## src/design/lps_pkg.sv

```systemverilog
`default_nettype none

package lps_pkg;

    // Counter and histogram geometry.
    localparam int COUNT_WIDTH = 32;
    localparam int CLASS_BINS  = 32;
    localparam int RETURN_BINS = 5;
    localparam int PULSE_BINS  = 8;
    localparam int FLAG_BITS   = 3;
    localparam int NUM_ATTR    = 12;

    // Attribute slots of the small min/max pairs.
    localparam int ATTR_INTENSITY = 0;
    localparam int ATTR_RETNUM    = 1;
    localparam int ATTR_NUMRET    = 2;
    localparam int ATTR_SCANDIR   = 3;
    localparam int ATTR_EDGE      = 4;
    localparam int ATTR_SCAN      = 5;
    localparam int ATTR_USER      = 6;
    localparam int ATTR_CLASS     = 7;
    localparam int ATTR_SOURCE    = 8;
    localparam int ATTR_RED       = 9;
    localparam int ATTR_GREEN     = 10;
    localparam int ATTR_BLUE      = 11;

    // Codes of the extents run.
    localparam logic [5:0] EXT_COUNT_CODE     = 6'd0;
    localparam logic [5:0] EXT_COORD_LAST     = 6'd6;
    localparam logic [5:0] EXT_INT_MIN_CODE   = 6'd7;
    localparam logic [5:0] EXT_INT_MAX_CODE   = 6'd8;
    localparam logic [5:0] EXT_TIME_MIN_CODE  = 6'd9;
    localparam logic [5:0] EXT_TIME_MAX_CODE  = 6'd10;
    localparam logic [5:0] EXT_ATTR_BASE_CODE = 6'd11;
    localparam logic [5:0] EXT_LAST_CODE      = 6'd32;

    // Codes of the histogram run.
    localparam logic [5:0] HIST_PULSE_BASE = 6'd5;
    localparam logic [5:0] HIST_CLASS_BASE = 6'd13;
    localparam logic [5:0] HIST_FLAG_BASE  = 6'd45;
    localparam logic [5:0] HIST_LAST_CODE  = 6'd47;

    typedef logic [COUNT_WIDTH-1:0] count_t;

    typedef enum logic [1:0] {
        ACT_ADD_POINT       = 2'd0,
        ACT_DUMP_EXTENTS    = 2'd1,
        ACT_DUMP_HISTOGRAMS = 2'd2,
        ACT_CLEAR           = 2'd3
    } action_t;

    typedef struct packed {
        action_t            action;
        logic signed [31:0] x_coord;
        logic signed [31:0] y_coord;
        logic signed [31:0] z_coord;
        logic [15:0]        intensity;
        logic signed [63:0] gps_time;
        logic [7:0]         return_byte;
        logic signed [7:0]  scan_rank;
        logic [7:0]         user_byte;
        logic [7:0]         class_byte;
        logic [15:0]        source_id;
        logic [47:0]        color_rgb;
    } point_item_t;

    typedef struct packed {
        logic [5:0]         stat_code;
        logic signed [63:0] stat_value;
        logic               last_flag;
    } stat_item_t;

endpackage

`default_nettype wire

```

## src/design/lps_sat_counter.sv

```systemverilog
`default_nettype none

module lps_sat_counter import lps_pkg::*;
(
    input  wire logic clk,
    input  wire logic rst_n,
    input  wire logic clear,
    input  wire logic bump,
    output count_t    count
);

    count_t count_reg;
    count_t count_next;

    // Increment that holds at all ones; clear wins over an increment.
    always_comb
    begin
        count_next = count_reg;
        if (clear)
        begin
            count_next = '0;
        end
        else if (bump && (count_reg != '1))
        begin
            count_next = count_reg + 1'b1;
        end
    end

    always_ff @(posedge clk or negedge rst_n)
    begin
        if (!rst_n)
        begin
            count_reg <= '0;
        end
        else
        begin
            count_reg <= count_next;
        end
    end

    assign count = count_reg;

endmodule

`default_nettype wire
```

## config.mk

```make
export PLATFORM = sky130hd
export DESIGN_NAME = lps_sat_counter
export DESIGN_NICKNAME = d
export VERILOG_FILES = /design/src/design/lps_pkg.sv /design/src/design/lps_sat_counter.sv
export SDC_FILE = /design/constraint.sdc
export NUM_CORES = 1
export LEC_CHECK = 0
export BUFFER_PORTS_ARGS = -buffer_cell sky130_fd_sc_hd__buf_2
export CORE_MARGIN = 2
export CORE_UTILIZATION = 59
export CTS_CLUSTER_SIZE = 12
export DETAILED_ROUTE_END_ITERATION = 7
export GPL_TIMING_DRIVEN = 0
export PLACE_DENSITY = 0.88
export REMOVE_ABC_BUFFERS = 1
export SLEW_MARGIN = 20
export SYNTH_ARGS = -nofsm -noshare
export SYNTH_HDL_FRONTEND = slang
export SYNTH_SLANG_ARGS = --single-unit
export TNS_END_PERCENT = 50
```

## constraint.sdc

```tcl
create_clock -name clk -period 4 [get_ports clk]
set_input_delay 0.2 -clock clk [delete_from_list [all_inputs] [get_ports clk]]
set_output_delay 0.2 -clock clk [all_outputs]
set_load 0.005 [all_outputs]
```

* After elaboration in Yosys (flattened, before gate mapping)
Cells that the tools add are included.
** Storage, ports and cells
- Memory bits (writable) :: 0
- Latch bits :: 0
- ROM bits :: 0
- Output and inout port bits :: 32
- Memories kept :: 0
- Bits of input ports :: 4
- Bits in registers :: 32
- Logic and storage cells :: 7
** Operators by class
- Shifts and indexed selects :: 0
- Bitwise operators :: 0
- $add $sub $neg :: 1
- Equality and inequality tests :: 1
- Reductions and logical operators :: 2
- Multiply operators :: 0
- Div/mod/pow operators :: 0
- Multiplexer cells :: 2
- $lt $le $gt $ge :: 0
** Operators with widths (number)
- 2-to-1 mux 32 bit :: 2
- adder 32 x 1 -> 32 bit, second input constant :: 1
- != test 32 bit, second input constant :: 1
- nonzero test 2 bit :: 1
- logical AND 1 bit :: 1

* Depth between registers and ports, before layout
- Word-level depth :: 4
- Mapped depth :: 8
- Gate-level depth less buffers :: 6

* Least setup slack after synthesis
No wires, ideal clock.
- Path type :: flip-flop to flip-flop
- Start :: register count_reg[0], in the netlist count[0]
- End :: register count_reg[31], in the netlist count[31]
- Period minus slack after synthesis :: 1.950 ns
- Path slack :: 2.050 ns
- Data required time :: 3.875 ns
- Setup time :: 0.125 ns
- Arrival time :: 1.826 ns
- Stages on the path, launching flop included :: 8
- Path buffers :: 1
- Path through :: dfrtp_1 ha_1 nand4_1 nor4_2 a21o_1 buf_2 nor4_1 mux2_2
** On the way
- Longest elaborated chain between the ends :: 3
- Elaborated cells between the ends (all ways) :: 6
- Classes of those cells :: 1 x add/sub; 1 x eq/ne; 2 x mux; 2 x reduce/logical
** Ends and longest elaborated chain
- from (decl) :: line lps_sat_counter.sv:12 : count_t count_reg;
- from (signal assigned) :: line lps_sat_counter.sv:37 : count_reg <= count_next;
- adder 32 x 1 -> 32 bit or != test 32 bit (tied branches) :: line lps_sat_counter.sv:25, lps_sat_counter.sv:23
- 2-to-1 mux 32 bit or logical AND 1 bit (tied branches) :: line lps_sat_counter.sv:23 : else if (bump && (count_reg != '1))
- 2-to-1 mux 32 bit or nonzero test 2 bit (tied branches)
Several ways; a longest one is shown, not always the timed one. The select of a mux whose other input is x is not followed.
A chain may end at the register's enable or synchronous reset.

* Final worst setup path
Same ends and word-level chain as after synthesis.

==> flow_metrics.tcl <==
set metrics [dict create \
    run_status "complete, no violations" \
    cp_slowest_cell "a21o_1" \
    worst_slack_ps 1590 \
    synth_cells 198 \
    fmax_mhz 415 \
    num-fill-cells 255 \
    worstPathCellList "ha_1 > nand4_1 > nor4_2 > a21o_1 > nor4_1 > mux2_2" \
    yosysWarnings 0 \
    rr_worst_depth 6 \
    largest_reg_flops 32 \
    critPathMaxFanout 19 \
    clock_skew_ps 8.82 \
    gp_congestion 0.802 \
    placed_cell_area_um2 2050 \
    critPathKind "flop to flop" \
    synthMuxAreaShare_pct 4.39 \
    rsz0062_at_grt "false" \
    clockBufferDepth 2 \
    final_max_slew_viol_count 0 \
    pre_cts_ws_ps 1650 \
    wirelength_um 3860 \
    r2r_start "count[0]$_DFFE_PN0P_" \
    wl_per_cell_um 13.8 \
    final_cells 279 \
    grt_pass1_vias 1420 \
    htreeDepth 2 \
    maxCapViolCount 0 \
    synth-compound-area-share_pct 11.9 \
    cts_setup_buffers 0 \
    startpoint_type "flop" \
    start_util_pct 61.2 \
    hold_violations 0 \
    powerDensity_nw_per_um2 262 \
    synth_top_family_by_area "simple AND/OR/NAND/NOR gates" \
    tritoncts "done" \
    min_path_type "input pin to flop" \
    r2r_setup_slack_ps 1590 \
    setup_violations 0 \
    area_growth_pct 14.5 \
    clock_latency_ps 350 \
    drc 0 \
    clk_pin_slew_worst_paths_ps 100 \
    final_cell_area_um2 2120 \
    tightestPinTransition_ps 698 \
    die_y_um 60.1 \
    drive_gt1_share_pct 25.1 \
    dp_hpwl_um 2680 \
    antenna_found_initial 0 \
    viasPerCell 5.76 \
    die_w_um 60.1 \
    core_um2 3030 \
    crit_required_ps 4240 \
    whs_endpoint "count[2]$_DFFE_PN0P_" \
    finalNetCount 239 \
    rows 20 \
    grt_max_degree 41 \
    track_usage_pct 23.8 \
    cts_made_buffers 5 \
    grt_pass1_wl_um 6270 \
    synth_fa_ha_area_share_pct 0.675 \
    fin_tns_setup_ps 0 \
    cp-end-kind "flop" \
    drtIter0Drc 95 \
    vdd_ir_drop_max_uv 145 \
    vias 1608 \
    cp.arrival_ps 2640 \
    synth-seq-cells 32 \
    clock-sinks 32 \
    avgSynthCellArea_um2 9.37 \
    ys_seq_area_share_pct 43.2 \
    power_leakage_nw 0.977 \
    fin_crit_sh_pct 60.2 \
    io_buffers 35 \
    final.min_clock_period_ps 2410 \
    slowest_delay_ps 560 \
    r2r-end "count[31]$_DFFE_PN0P_" \
    root_buffer "clkbuf_4" \
    relSlewSlack_pct 53.4 \
    syn-cell-area_um2 1850 \
    dieArea_um2 3610 \
    antennaDiodeCount 0 \
    firstDrtPassIters 4 \
    place_inst 270 \
    ios 36 \
    antenna_left 0 \
    grt_overflow_total 0 \
    whs_path_depth 5 \
    synth-simple-area-share_pct 30.5 \
    post_cts_resize_count 0 \
    synth-xor-area-share_pct 6.14 \
    hold_path.startpoint "bump" \
    yosysUniqueCellTypes 42 \
]
==> through the flow <==
stage / total power, mW / util (%) / hold WS [ps]
3_3_place_gp: 0.361 / 67.8 / 294
4_1_cts: 0.558 / 70.1 / 277
2_1_floorplan: 0.344 / - / -95.6
3_5_place_dp: 0.362 / 67.8 / 285
6_report: 0.555 / 70.1 / 273
5_1_grt: 0.578 / 70.1 / 277
==> cells in the mapped netlist (all sizes together) <==
master | n | area [um2]
nand4 | 7 | 50.1
a31o | 2 | 17.5
inv | 7 | 26.3
nand3b | 1 | 7.51
a21o | 3 | 22.5
dfrtp | 32 | 801
o21ai | 4 | 20.0
and4 | 1 | 8.76
mux2i | 1 | 10.0
and4bb | 1 | 12.5
a21oi | 11 | 55.1
and2 | 3 | 18.8
a211oi | 5 | 37.5
nor3 | 4 | 20.0
or3 | 5 | 31.3
buf | 3 | 17.5
nor2 | 26 | 97.6
nand2 | 11 | 41.3
nand4b | 1 | 8.76
clkbuf | 4 | 15.0
xnor2 | 10 | 87.6
a41oi | 1 | 8.76
and3 | 8 | 55.1
a31oi | 2 | 27.5
ha | 1 | 12.5
or4 | 3 | 22.5
xor2 | 3 | 26.3
mux2 | 6 | 71.3
o31ai | 3 | 22.5
nor2b | 6 | 37.5
nand2b | 2 | 12.5
nor4 | 7 | 71.3
o211a | 1 | 10.0
nand3 | 13 | 70.1
==> how the worst max path moves through the flow <==
stage / from / depth (start not counted) / end / slack, ps
after floorplan: count[0]$_DFFE_PN0P_ / 6 / count[31]$_DFFE_PN0P_ / 2010
after global placement: count[0]$_DFFE_PN0P_ / 6 / count[31]$_DFFE_PN0P_ / 1690
after detailed placement: count[0]$_DFFE_PN0P_ / 6 / count[31]$_DFFE_PN0P_ / 1650
after CTS: count[0]$_DFFE_PN0P_ / 6 / count[31]$_DFFE_PN0P_ / 1630
after global routing: count[0]$_DFFE_PN0P_ / 6 / count[31]$_DFFE_PN0P_ / 1420
final: count[0]$_DFFE_PN0P_ / 6 / count[31]$_DFFE_PN0P_ / 1590
==> timing repair <==
item                                   in CTS  in global routing
hold buffers                                1                  0
endpoints found under the hold margin      32                  0
setup endpoints to repair                   0                  0
==> routing by layer <==
layer,global-route usage (%),share of wire (%),vias up
li1,-,-,786
met1,31.3,46,784
met2,37.7,49,31
met3,5.84,3.7,7
met4,9.52,1.5,0
met5,0,0,-
==> cells by family after synthesis <==
| group | Yosys count |
|---|---|
| and+or+nand+nor | 99 |
| AOI/OAI and AO/OA | 32 |
| DFF | 32 |
| buffers and inverters | 14 |
| xor gates and xnor gates | 13 |
| muxes | 7 |
| adders and majority gates | 1 |
==> cells in the final DEF, fill, tap and decap left out, types with 4 or more instances in the layout <==
cell,count
nand3_1,12
nor3_1,4
and3_1,7
a21oi_1,11
nor4_1,4
nand2_1,11
buf_2,35
a211oi_1,5
mux2_2,5
clkbuf_4,5
inv_1,7
dfrtp_1,32
nor2b_1,6
nor2_1,26
or3_1,5
o21ai_0,4
xnor2_1,10
nand4_1,6
==> critical path, delay by kind of cell (launching register included) <==
family / cells / cell delay (ps)
muxes: 1 / 290
and+or+nand+nor: 3 / 780
adders and majority gates: 1 / 230
AOI/OAI and AO/OA: 1 / 560
DFF: 1 / 440
==> power by group <==
group          switching [mW]  internal (mW)  total (mW)
combinational          0.0187        0.00847      0.0272
sequential            0.00305          0.325       0.328
clock                   0.116         0.0835       0.200
total                   0.138          0.417       0.555
==> area by class of cell <==
cell class              instances  area [um2]  share of cell area, %
repair buffers                 36         185                   8.72
well taps                      44        55.1                   2.59
clock inverters                 2        10.0                  0.471
multi-input cells             152         995                   46.8
clock buffers                   6        51.3                   2.42
flip-flops and latches         32         801                   37.7
inverters                       7        26.3                   1.24
Note: power is estimated with default switching activity, not from simulation.
